[src/rtl/ucs_pkg.sv]
// Package: shared types and constants for the UDP checksum engine.
package ucs_pkg;

  localparam int unsigned QDEPTH = 2;
  localparam int unsigned QPTR_W = (QDEPTH > 1) ? $clog2(QDEPTH) : 1;
  localparam int unsigned QCNT_W = $clog2(QDEPTH + 1);

  localparam logic [15:0] SUM_MASK   = 16'hffff;
  localparam logic [15:0] PROTO_UDP  = 16'd17;
  localparam logic [15:0] OFF_LEN_HI = 16'd4;
  localparam logic [15:0] OFF_LEN_LO = 16'd5;
  localparam logic [15:0] OFF_CK_HI  = 16'd6;
  localparam logic [15:0] OFF_CK_LO  = 16'd7;

  typedef enum logic {
    OP_ADDR    = 1'b0,
    OP_SEGMENT = 1'b1
  } op_t;

  // One classified input transfer: words to add and the end-of-packet mark.
  typedef struct packed {
    logic [15:0] data_word;
    logic [15:0] extra_word;
    logic        last;
  } q_entry_t;

endpackage

[src/rtl/ucs_if.sv]
// Channel interfaces: byte input and checksum result.
interface ucs_in_if;
  logic       valid;
  logic       ready;
  logic       op;
  logic [7:0] byte_value;
  logic       last;

  modport source (output valid, output op, output byte_value, output last, input ready);
  modport sink (input valid, input op, input byte_value, input last, output ready);
endinterface

interface ucs_out_if;
  logic        valid;
  logic        ready;
  logic [15:0] checksum;

  modport source (output valid, output checksum, input ready);
  modport sink (input valid, input checksum, output ready);
endinterface

[src/rtl/ucs_front.sv]
// Front end: accepts bytes, pairs them into words and classifies segment offsets.
module ucs_front
  import ucs_pkg::*;
(
  input  logic          clk,
  input  logic          rst_n,
  ucs_in_if.sink        in_ch,
  input  logic          q_full,
  output logic          q_push,
  output q_entry_t      q_entry
);

  logic [15:0] offset_r, offset_nxt;
  logic [7:0]  held_r, held_nxt;
  logic        parity_r, parity_nxt;
  logic        addr_seen_r, addr_seen_nxt;

  logic        is_seg;
  logic        take;
  logic        pair_done;
  logic        addr_after;
  logic [15:0] len_word;
  logic [15:0] proto_word;

  assign in_ch.ready = !q_full;
  assign q_push      = in_ch.valid && !q_full;

  always_comb begin
    is_seg     = (in_ch.op == OP_SEGMENT);
    take       = !is_seg || ((offset_r != OFF_CK_HI) && (offset_r != OFF_CK_LO));
    pair_done  = take && parity_r;
    addr_after = addr_seen_r || !is_seg;

    held_nxt   = held_r;
    parity_nxt = parity_r;
    if (take) begin
      held_nxt   = parity_r ? 8'h00 : in_ch.byte_value;
      parity_nxt = !parity_r;
    end

    len_word = 16'h0000;
    if (is_seg && addr_seen_r) begin
      if (offset_r == OFF_LEN_HI) begin
        len_word = {in_ch.byte_value, 8'h00};
      end else if (offset_r == OFF_LEN_LO) begin
        len_word = {8'h00, in_ch.byte_value};
      end
    end
    proto_word = (in_ch.last && addr_after) ? PROTO_UDP : 16'h0000;

    // length byte plus protocol word never carries out of 16 bits
    q_entry.last       = in_ch.last;
    q_entry.extra_word = len_word + proto_word;
    if (pair_done) begin
      q_entry.data_word = {held_r, in_ch.byte_value};
    end else if (in_ch.last && parity_nxt) begin
      q_entry.data_word = {held_nxt, 8'h00};
    end else begin
      q_entry.data_word = 16'h0000;
    end

    offset_nxt = offset_r;
    if (is_seg && (offset_r != SUM_MASK)) begin
      offset_nxt = offset_r + 16'd1;
    end
    addr_seen_nxt = addr_after;
  end

  always_ff @(posedge clk) begin
    if (!rst_n) begin
      offset_r    <= '0;
      held_r      <= '0;
      parity_r    <= 1'b0;
      addr_seen_r <= 1'b0;
    end else if (q_push) begin
      if (in_ch.last) begin
        offset_r    <= '0;
        held_r      <= '0;
        parity_r    <= 1'b0;
        addr_seen_r <= 1'b0;
      end else begin
        offset_r    <= offset_nxt;
        held_r      <= held_nxt;
        parity_r    <= parity_nxt;
        addr_seen_r <= addr_seen_nxt;
      end
    end
  end

  a_clear_after_last: assert property (@(posedge clk) disable iff (!rst_n)
    (q_push && in_ch.last) |=> (offset_r == 16'd0 && !parity_r && !addr_seen_r))
    else $error("front state not cleared after packet end");

  a_held_zero_even: assert property (@(posedge clk) disable iff (!rst_n)
    !parity_r |-> (held_r == 8'h00))
    else $error("held byte nonzero with no byte pending");

  a_len_needs_addr: assert property (@(posedge clk) disable iff (!rst_n)
    (q_push && !addr_seen_r && !in_ch.last) |-> (q_entry.extra_word == 16'h0000))
    else $error("length word added without address bytes");

endmodule

[src/rtl/ucs_queue.sv]
// Short FIFO between the front end and the accumulator.
module ucs_queue
  import ucs_pkg::*;
(
  input  logic     clk,
  input  logic     rst_n,
  input  logic     push,
  input  q_entry_t push_entry,
  output logic     full,
  output logic     pop_valid,
  output q_entry_t pop_entry,
  input  logic     pop
);

  q_entry_t            mem_r [QDEPTH];
  logic [QPTR_W-1:0]   wr_ptr_r, rd_ptr_r;
  logic [QCNT_W-1:0]   count_r;

  function automatic logic [QPTR_W-1:0] ptr_inc(input logic [QPTR_W-1:0] p);
    ptr_inc = (p == QPTR_W'(QDEPTH - 1)) ? '0 : p + QPTR_W'(1);
  endfunction

  assign full      = (count_r == QCNT_W'(QDEPTH));
  assign pop_valid = (count_r != '0);
  assign pop_entry = mem_r[rd_ptr_r];

  always_ff @(posedge clk) begin
    if (push) begin
      mem_r[wr_ptr_r] <= push_entry;
    end
  end

  always_ff @(posedge clk) begin
    if (!rst_n) begin
      wr_ptr_r <= '0;
      rd_ptr_r <= '0;
      count_r  <= '0;
    end else begin
      if (push) begin
        wr_ptr_r <= ptr_inc(wr_ptr_r);
      end
      if (pop) begin
        rd_ptr_r <= ptr_inc(rd_ptr_r);
      end
      if (push && !pop) begin
        count_r <= count_r + QCNT_W'(1);
      end else if (pop && !push) begin
        count_r <= count_r - QCNT_W'(1);
      end
    end
  end

  a_no_overflow: assert property (@(posedge clk) disable iff (!rst_n)
    !(push && full))
    else $error("queue overflow");

  a_no_underflow: assert property (@(posedge clk) disable iff (!rst_n)
    !(pop && !pop_valid))
    else $error("queue underflow");

  a_count_bound: assert property (@(posedge clk) disable iff (!rst_n)
    count_r <= QCNT_W'(QDEPTH))
    else $error("queue count out of range");

endmodule

[src/rtl/ucs_back.sv]
// Back end: one's-complement accumulator and registered checksum output.
module ucs_back
  import ucs_pkg::*;
(
  input  logic      clk,
  input  logic      rst_n,
  input  logic      q_valid,
  input  q_entry_t  q_entry,
  output logic      q_pop,
  ucs_out_if.source out_ch
);

  logic [15:0] acc_r;
  logic        out_valid_r;
  logic [15:0] checksum_r;

  logic        can_emit;
  logic [17:0] sum3;
  logic [16:0] fold1;
  logic [15:0] fold2;
  logic [15:0] res;

  assign out_ch.valid    = out_valid_r;
  assign out_ch.checksum = checksum_r;

  always_comb begin
    can_emit = !out_valid_r || out_ch.ready;
    q_pop    = q_valid && (!q_entry.last || can_emit);
    sum3     = {2'b00, acc_r} + {2'b00, q_entry.data_word} + {2'b00, q_entry.extra_word};
    fold1    = {1'b0, sum3[15:0]} + {15'd0, sum3[17:16]};
    fold2    = fold1[15:0] + {15'd0, fold1[16]};
    res      = ~fold2;
    if (res == 16'h0000) begin
      res = SUM_MASK;
    end
  end

  always_ff @(posedge clk) begin
    if (!rst_n) begin
      acc_r       <= '0;
      out_valid_r <= 1'b0;
    end else begin
      if (q_pop) begin
        acc_r <= q_entry.last ? 16'h0000 : fold2;
      end
      if (q_pop && q_entry.last) begin
        out_valid_r <= 1'b1;
      end else if (out_ch.ready) begin
        out_valid_r <= 1'b0;
      end
    end
  end

  always_ff @(posedge clk) begin
    if (q_pop && q_entry.last) begin
      checksum_r <= res;
    end
  end

  a_acc_clear: assert property (@(posedge clk) disable iff (!rst_n)
    (q_pop && q_entry.last) |=> (acc_r == 16'h0000))
    else $error("accumulator not cleared after packet end");

  a_no_result_loss: assert property (@(posedge clk) disable iff (!rst_n)
    (out_valid_r && !out_ch.ready) |-> !(q_pop && q_entry.last))
    else $error("result overwritten while stalled");

  a_result_nonzero: assert property (@(posedge clk) disable iff (!rst_n)
    out_valid_r |-> (checksum_r != 16'h0000))
    else $error("zero checksum emitted");

endmodule

[src/rtl/udp_checksum_engine.sv]
// Top level: UDP checksum engine, front end, queue and accumulator.
//
//  channel   dir   handshake        payload
//  in_ch     in    valid / ready    op, byte_value, last
//  out_ch    out   valid / ready    checksum
//
//  One byte per cycle while the queue is not full; after the last byte's transfer
//  the checksum passes through the queue slot, then the output register.
//  The accumulator folds up to three words per cycle in one end-around-carry add.
//  A two-entry queue decouples the front end from the accumulator; a stalled
//  output only blocks the queue at the next packet end.
//  rst_n is synchronous, active low, and clears all packet state.
module udp_checksum_engine
  import ucs_pkg::*;
(
  input  logic      clk,
  input  logic      rst_n,
  ucs_in_if.sink    in_ch,
  ucs_out_if.source out_ch
);

  logic     q_full;
  logic     q_push;
  q_entry_t push_entry;
  logic     q_valid;
  q_entry_t pop_entry;
  logic     q_pop;

  ucs_front u_front (
    .clk     (clk),
    .rst_n   (rst_n),
    .in_ch   (in_ch),
    .q_full  (q_full),
    .q_push  (q_push),
    .q_entry (push_entry)
  );

  ucs_queue u_queue (
    .clk        (clk),
    .rst_n      (rst_n),
    .push       (q_push),
    .push_entry (push_entry),
    .full       (q_full),
    .pop_valid  (q_valid),
    .pop_entry  (pop_entry),
    .pop        (q_pop)
  );

  ucs_back u_back (
    .clk     (clk),
    .rst_n   (rst_n),
    .q_valid (q_valid),
    .q_entry (pop_entry),
    .q_pop   (q_pop),
    .out_ch  (out_ch)
  );

endmodule
[src/flat_wrapper.sv]
// flat-port wrapper written by rule: the top's interface ports become plain ports
module udp_checksum_engine_flat import ucs_pkg::*;
  (clk, rst_n, in_ch_valid, in_ch_op, in_ch_byte_value, in_ch_last, in_ch_ready, out_ch_valid, out_ch_checksum, out_ch_ready);
  ucs_in_if in_ch_i ();
  ucs_out_if out_ch_i ();
  input  logic clk;
  input  logic rst_n;
  input wire logic [$bits(in_ch_i.valid)-1:0] in_ch_valid;
  input wire logic [$bits(in_ch_i.op)-1:0] in_ch_op;
  input wire logic [$bits(in_ch_i.byte_value)-1:0] in_ch_byte_value;
  input wire logic [$bits(in_ch_i.last)-1:0] in_ch_last;
  output wire logic [$bits(in_ch_i.ready)-1:0] in_ch_ready;
  output wire logic [$bits(out_ch_i.valid)-1:0] out_ch_valid;
  output wire logic [$bits(out_ch_i.checksum)-1:0] out_ch_checksum;
  input wire logic [$bits(out_ch_i.ready)-1:0] out_ch_ready;
  assign in_ch_i.valid = in_ch_valid;
  assign in_ch_i.op = in_ch_op;
  assign in_ch_i.byte_value = in_ch_byte_value;
  assign in_ch_i.last = in_ch_last;
  assign in_ch_ready = in_ch_i.ready;
  assign out_ch_valid = out_ch_i.valid;
  assign out_ch_checksum = out_ch_i.checksum;
  assign out_ch_i.ready = out_ch_ready;
  udp_checksum_engine u_core (.clk(clk), .rst_n(rst_n), .in_ch(in_ch_i), .out_ch(out_ch_i));
endmodule
[config.mk]
export PLATFORM = sky130hd
export DESIGN_NAME = udp_checksum_engine_flat
export DESIGN_NICKNAME = d
export VERILOG_FILES = /design/src/rtl/ucs_pkg.sv /design/src/rtl/ucs_if.sv /design/src/rtl/ucs_front.sv /design/src/rtl/ucs_queue.sv /design/src/rtl/ucs_back.sv /design/src/rtl/udp_checksum_engine.sv /design/src/flat_wrapper.sv
export SDC_FILE = /design/constraint.sdc
export NUM_CORES = 1
export LEC_CHECK = 0
export ABC_AREA = 1
export BUFFER_PORTS_ARGS = -buffer_cell sky130_fd_sc_hd__buf_2
export CAP_MARGIN = 20
export CORE_MARGIN = 10
export CORE_UTILIZATION = 23
export CTS_BUF_LIST = sky130_fd_sc_hd__clkbuf_2
export CTS_CLUSTER_DIAMETER = 60
export CTS_CLUSTER_SIZE = 40
export DETAILED_ROUTE_END_ITERATION = 16
export PLACE_DENSITY = 0.42
export SYNTH_ARGS = -nofsm -noshare
export SYNTH_HDL_FRONTEND = slang
export SYNTH_SLANG_ARGS = --single-unit
export TNS_END_PERCENT = 1
[constraint.sdc]
create_clock -name clk -period 9.5 [get_ports clk]
set_clock_uncertainty 0.05 [all_clocks]
set_input_delay 1.425 -clock clk [delete_from_list [all_inputs] [get_ports clk]]
set_output_delay 1.425 -clock clk [all_outputs]
set_load 0.01 [all_outputs]
==> run summary, run 1 <==
Worst path most repeated cell: nand2_1
clk root buf: clkbuf_2
Setup TNS Final: 0 ps
number of remaining DRC errors: 0
detailed-route wire length per cell: 14.2 um
row count: 67
Via-to-Cell Ratio: 4.20
Final Slew Violations: 0
Post-Synthesis Cells: 926
clock tree sinks: 130
Worst Reg-to-Reg Cells: 41
Detail Placement HPWL: 15600 um
CP max FO: 16
worst r2r dst: u_core.u_back.out_ch.checksum[5]
Reg clk slew, reported paths: 250 ps
multiplexer share of the synthesized area: 4.85%
die span in y: 205 um
EDFF count, synth: 82
drt total wl: 20300 um
Worst setup SP type: flip-flop
Avg Cell Area, Syn: 8.46 sq um
fillers: 3672
synthesis-to-finish area growth: 12.1%
R2R Setup Slk: 1750 ps
Syn Std Cell Area: 0.00784 sq mm
largest family of logic cells by synthesized area: simple AND/OR/NAND/NOR gates
CP required: 9950 ps
Worst-Margin Slew: 888 ps
Port Buf Inserts: 31
PostCTS Resize Cnt: 0
#FFs+latches synth: 130
critical path's slowest cell: dfxtp_1
clk buf depth: 2
status: finished clean
Critical Path Max Stage Delay: 700 ps
crit end category: flip-flop
post-synthesis compound-gate area fraction: 7.06%
Final ANT Viol Nets: 0
Nets: 1027
core box area: 0.0335 sq mm
vias in the first global route: 5897
Hold Crit Class: reg2reg
Crit Path Class: reg2reg
Cell variety after synth: 46
Synth async-reset ratio: 0%
GPL Wtd Cong: 0.803
sequential fraction of the synthesis area: 43.7%
Primary FF master, synth: edfxtp_1
grt ovf: 0
H-tree levels: 4
Synth Area in XOR/XNOR: 1.12%
Hold Path End: u_core.u_queue.rd_ptr_r
Synth Warn #: 0
Worst Hold Path Cells: 1
CTS Hold Bufs: 0
Period Utilization, post-route: 81.6%
Initial Util: 23.4%
vias: 5999
layout cells sized above 1: 18.1%
largest net degree at the start of global routing: 35
Data arrival, critical path: 8200 ps
syn nets: 986
TritonCTS buffer count: 17
# IOs: 32
Die X-Extent: 205 um
Worst slew margin: 40.8%
global-route wire length before repair: 32300 um
RSZ-0062 raised after global routing: no
Iter 0 DRT Violations: 264
initial antenna violation count: 1
die footprint: 0.0418 sq mm
adder-cell share of the synthesized area: 9.07%
Initial DRT Pass Iterations: 8
worst hold start: u_core.u_queue.rd_ptr_r
setup violators final: 0
GRT Total Usage: 9.91%
CTS tree: built
Max-Cap Viols: 0
Post-CTS Setup Bufs: 0
worst skew pair latency: 730 ps
Synth Area in Simple Gates: 26.8%
Final min period: 7750 ps
achievable frequency: 129 MHz
Fin. Hold Viols: 0
## Yosys cell counts (2+ instances only)
cell type / count / area, sq um
clkinv_1: 4 / 15.0
o21ai_2: 2 / 17.5
dfxtp_1: 48 / 961
or2_2: 2 / 12.5
nand2_1: 242 / 908
a31oi_1: 2 / 12.5
a21oi_1: 50 / 250
nand3_1: 56 / 280
nor3_1: 17 / 85.1
nor2_1: 61 / 229
nor4_1: 4 / 25.0
nand3_2: 9 / 90.1
nor2_2: 6 / 37.5
xnor2_1: 5 / 43.8
nand2_4: 5 / 56.3
inv_2: 13 / 48.8
clkbuf_1: 12 / 45.0
nor2_4: 5 / 56.3
xor2_1: 5 / 43.8
mux2_2: 32 / 360
inv_1: 120 / 450
nand2_2: 28 / 175
fa_1: 18 / 360
ha_1: 28 / 350
nand4_1: 14 / 87.6
mux2i_1: 2 / 20.0
edfxtp_1: 82 / 2460
o21ai_0: 29 / 145
o22ai_1: 8 / 50.1
## cell families after synthesis
kind of cell / after synthesis
DFF: 130
buffers and inverters: 151
AOI/OAI and AO/OA: 101
adders and majority gates: 46
and+or+nand+nor: 454
muxes: 34
xor gates and xnor gates: 10
## critical path, delay by kind of cell (launching register included)
| family | cells | cell delay [ps] |
|---|---|---|
| simple gates | 30 | 3700 |
| fa+ha+maj | 6 | 1890 |
| flops | 1 | 700 |
| compound gates | 2 | 540 |
| mux | 1 | 420 |
| buf+inv | 2 | 200 |
## registers in the layout, summed over array words and instances (netlist names), named ones only
signal                         cells
u_core.u_back.acc_r               16
u_core.u_queue.wr_ptr_r            1
u_core.u_front.offset_r           16
u_core.u_queue.rd_ptr_r            1
u_core.u_front.addr_seen_r         1
u_core.u_queue.count_r             2
u_core.u_front.parity_r            1
u_core.u_back.out_ch.valid         1
u_core.u_back.out_ch.checksum     16
u_core.u_queue.mem_r              66
u_core.u_front.held_r              8
## final cells by class
| cell class | instances | area (sq um) | area share [%] |
|---|---|---|---|
| clock buffers | 17 | 85.1 | 0.969 |
| inverters | 137 | 514 | 5.86 |
| diodes | 1 | 2.50 | 0.0285 |
| repair buffers | 36 | 193 | 2.19 |
| flip-flops and latches | 130 | 3420 | 39.0 |
| clock inverters | 15 | 159 | 1.81 |
| well taps | 448 | 561 | 6.38 |
| multi-input cells | 645 | 3840 | 43.8 |
## per-stage QoR
step	area, sq um	util [%]	cells	hold slack [ps]	worst slack [ps]
after global routing	8780	26.2	1429	447	951
after floorplan	7840	-	926	375	2660
after global placement	8530	25.4	1396	391	1800
final	8780	26.2	1429	426	1750
after detailed placement	8530	25.4	1396	406	1640
after CTS	8780	26.2	1428	430	1580
## worst max-delay path by stage
stage	startpoint	end	cells after the start
CTS	flip-flop	u_core.u_back.out_ch.checksum[5]	41
floorplan	flip-flop	u_core.u_back.out_ch.checksum[10]	44
detailed placement	flip-flop	u_core.u_back.out_ch.checksum[5]	41
global route	flip-flop	u_core.u_back.out_ch.checksum[2]	41
global placement	flip-flop	u_core.u_back.out_ch.checksum[2]	41
finish	flip-flop	u_core.u_back.out_ch.checksum[5]	41
## cells in the final DEF (no fill, tap or decap), types with 18 or more instances in the layout
master    synthesis  final
mux2_2           32     32
nand2_1         242    242
dfxtp_1          48     48
fa_1             18     18
ha_1             28     28
nand3_1          56     56
edfxtp_1         82     82
buf_2             0     31
nor2_1           61     59
nand2_2          28     28
a21oi_1          50     49
o21ai_0          29     29
inv_1           120    120
## per-layer routing
| metal | global-route usage (%) | part of all wire [%] |
|---|---|---|
| met5 | 0 | 0 |
| met4 | 2.33 | 0.81 |
| met3 | 2.24 | 3.8 |
| met2 | 15.0 | 44 |
| met1 | 14.0 | 52 |
Power of run 1 is not shown: default switching activity piles up to over one toggle a cycle in this logic, so the estimate is an artifact.
==> run 2, diff against run 1 <==
- clock period: 9.5 -> 7.5 ns (I/O delays scaled with it)
==> run 2 against run 1 <==
Against the previous run:
- count of clock-buffer cells in the layout rose by 1
- via count grew 0.95%
- sequential cell count unchanged
- design area up 1.3%
- critical endpoint unchanged
- cell count grew 0.21%
- worst hold slack got worse by 7.8 ps
- non-clock buffer count rose by 2
- global-route usage hardly changed
- wire length rose by 0.33%
- first-iteration DRC count is 9.8% lower
- sequential share of layout area shrank 0.46 points
- critical path depth shrank 1
==> run summary, run 2 (synthesized netlist as in run 1, its figures left out) <==
die span in y: 205 um (unchanged)
Fin. Hold Viols: 0 (unchanged)
grt ovf: 0 (unchanged)
GRT Total Usage: 9.93% (+0.015 points)
Iter 0 DRT Violations: 238 (-9.8%)
worst skew pair latency: 700 ps (-30 ps)
clk buf depth: 2 (unchanged)
core box area: 0.0335 sq mm (unchanged)
Port Buf Inserts: 31 (unchanged)
CTS Hold Bufs: 0 (unchanged)
most frequent cells in the layout: nand2_1, inv_1, edfxtp_1
status: finished clean
initial antenna violation count: 1 (unchanged)
die footprint: 0.0418 sq mm (unchanged)
Reg clk slew, reported paths: 210 ps (-40 ps)
synthesis-to-finish area growth: 13.5%
CP max FO: 8 (-8)
Final ANT Viol Nets: 0 (unchanged)
detailed-route wire length per cell: 14.2 um (+0.12%)
H-tree levels: 4 (unchanged)
Nets: 1030 (+0.29%)
Initial Util: 23.4% (unchanged)
clk root buf: clkbuf_2
setup violators final: 0 (unchanged)
# IOs: 32 (unchanged)
row count: 67 (unchanged)
layout cells sized above 1: 18.6% (+0.56 points)
commonest non-fill, non-tap cell in the layout: nand2_1
Detail Placement HPWL: 16000 um (+2.3%)
R2R Setup Slk: 710 ps (-1040 ps)
Worst Reg-to-Reg Cells: 40 (-2.4%)
Post-CTS Setup Bufs: 0 (unchanged)
max reg flops: 66 (unchanged)
TritonCTS buffer count: 17 (unchanged)
largest net degree at the start of global routing: 35 (unchanged)
fillers: 3666 (-0.16%)
Worst Hold Path Cells: 1 (unchanged)
Final Slew Violations: 0 (unchanged)
Via-to-Cell Ratio: 4.23 (+0.74%)
Initial DRT Pass Iterations: 4 (-4)
Worst setup SP type: flip-flop
Biggest register: u_core.u_queue.mem_r
Critical path buffers and inverters: 1 (-1)
drt total wl: 20400 um (+0.33%)
CTS tree: built
number of remaining DRC errors: 0 (unchanged)
Die X-Extent: 205 um (unchanged)
Worst-Margin Slew: 858 ps (-30.4 ps)
crit end category: flip-flop
achievable frequency: 147 MHz (+14%)
Critical Path Max Stage Delay: 460 ps (-240 ps)
Crit Path Class: reg2reg
critical path's top delay family: simple AND/OR/NAND/NOR gates
CP required: 7900 ps (-2050 ps)
Period Utilization, post-route: 90.5% (+9.0 points)
Max-Cap Viols: 0 (unchanged)
Worst path most repeated cell: nand2_1
final core utilization: 26.5% (+0.34 points)
worst hold start: u_core.u_queue.rd_ptr_r
GPL Wtd Cong: 0.816 (+1.7%)
critical path's slowest cell: fa_1
Hold Crit Class: reg2reg
Final min period: 6790 ps (-958 ps)
Worst slew margin: 42.8% (+2.0 points)
vias in the first global route: 5868 (-0.49%)
Levels on crit path: 40 (-2.4%)
global-route wire length before repair: 32300 um (+0.17%)
vias: 6056 (+0.95%)
clock tree sinks: 130 (unchanged)
worst r2r dst: u_core.u_back.out_ch.checksum[5]
Data arrival, critical path: 7190 ps (-1010 ps)
Hold Path End: u_core.u_queue.rd_ptr_r
==> run 2: changes by cell type in the layout (fill, tap and decap cells not counted), sizes merged <==
cell,before,now
clkinv,11,8
buf,36,38
nand2,275,276
clkinvlp,2,0
clkbuf,17,18
bufinv,2,4
inv,137,139
==> run 2: cell type report <==
cell class	count	area [sq um]	share of cell area (%)
Clock buffer	18	90.1	1.01
Sequential cell	130	3430	38.5
Tap cell	448	561	6.30
Multi-Input combinational cell	646	3880	43.7
Antenna cell	1	2.50	0.0281
Timing Repair Buffer	38	215	2.42
Clock inverter	14	199	2.24
Inverter	137	514	5.78
==> run 2: metrics by stage <==
| step | TNS (ps) | setup slack [ps] | hold slack, ps | instances | area (sq um) |
|---|---|---|---|---|---|
| 6_report | 0 | 710 | 418 | 1432 | 8890 |
| 5_1_grt | -14.0 | -13.8 | 451 | 1432 | 8890 |
| 4_1_cts | 0 | 134 | 422 | 1430 | 8840 |
| 3_5_place_dp | 0 | 216 | 394 | 1398 | 8550 |
| 3_3_place_gp | 0 | 321 | 388 | 1398 | 8550 |
| 2_1_floorplan | 0 | 655 | 375 | 926 | 7840 |
==> run 2: timing repair <==
item,in CTS,in global routing
hold endpoints to repair,0,0
resized for setup,0,12
endpoints found under the setup margin,0,20
==> run 2: how the worst max path moves through the flow <==
stage	to	slack (ps)
3_3_place_gp	u_core.u_back.out_ch.checksum[3]	320
3_5_place_dp	u_core.u_back.out_ch.checksum[2]	220
2_1_floorplan	u_core.u_back.out_ch.checksum[10]	660
6_report	u_core.u_back.out_ch.checksum[5]	710
4_1_cts	u_core.u_back.out_ch.checksum[2]	130
5_1_grt	u_core.u_back.out_ch.checksum[5]	-10
==> run 2: worst register-to-register path, delay by kind of cell (launching register included) <==
kind	cells	cell delay (ps)
DFF	1	430
muxes	1	380
adders and majority gates	6	1780
buffers and inverters	1	160
AOI/OAI and AO/OA	2	250
xor gates and xnor gates	1	220
and+or+nand+nor	29	3280
==> run 2: per-layer routing <==
layer  track usage (%)  wire (um)
met4              2.57        229
met5                 0          0
met1              13.9      10600
met2              15.0       8850
met3              2.29        697
Power of run 2 is left out for the same reason.
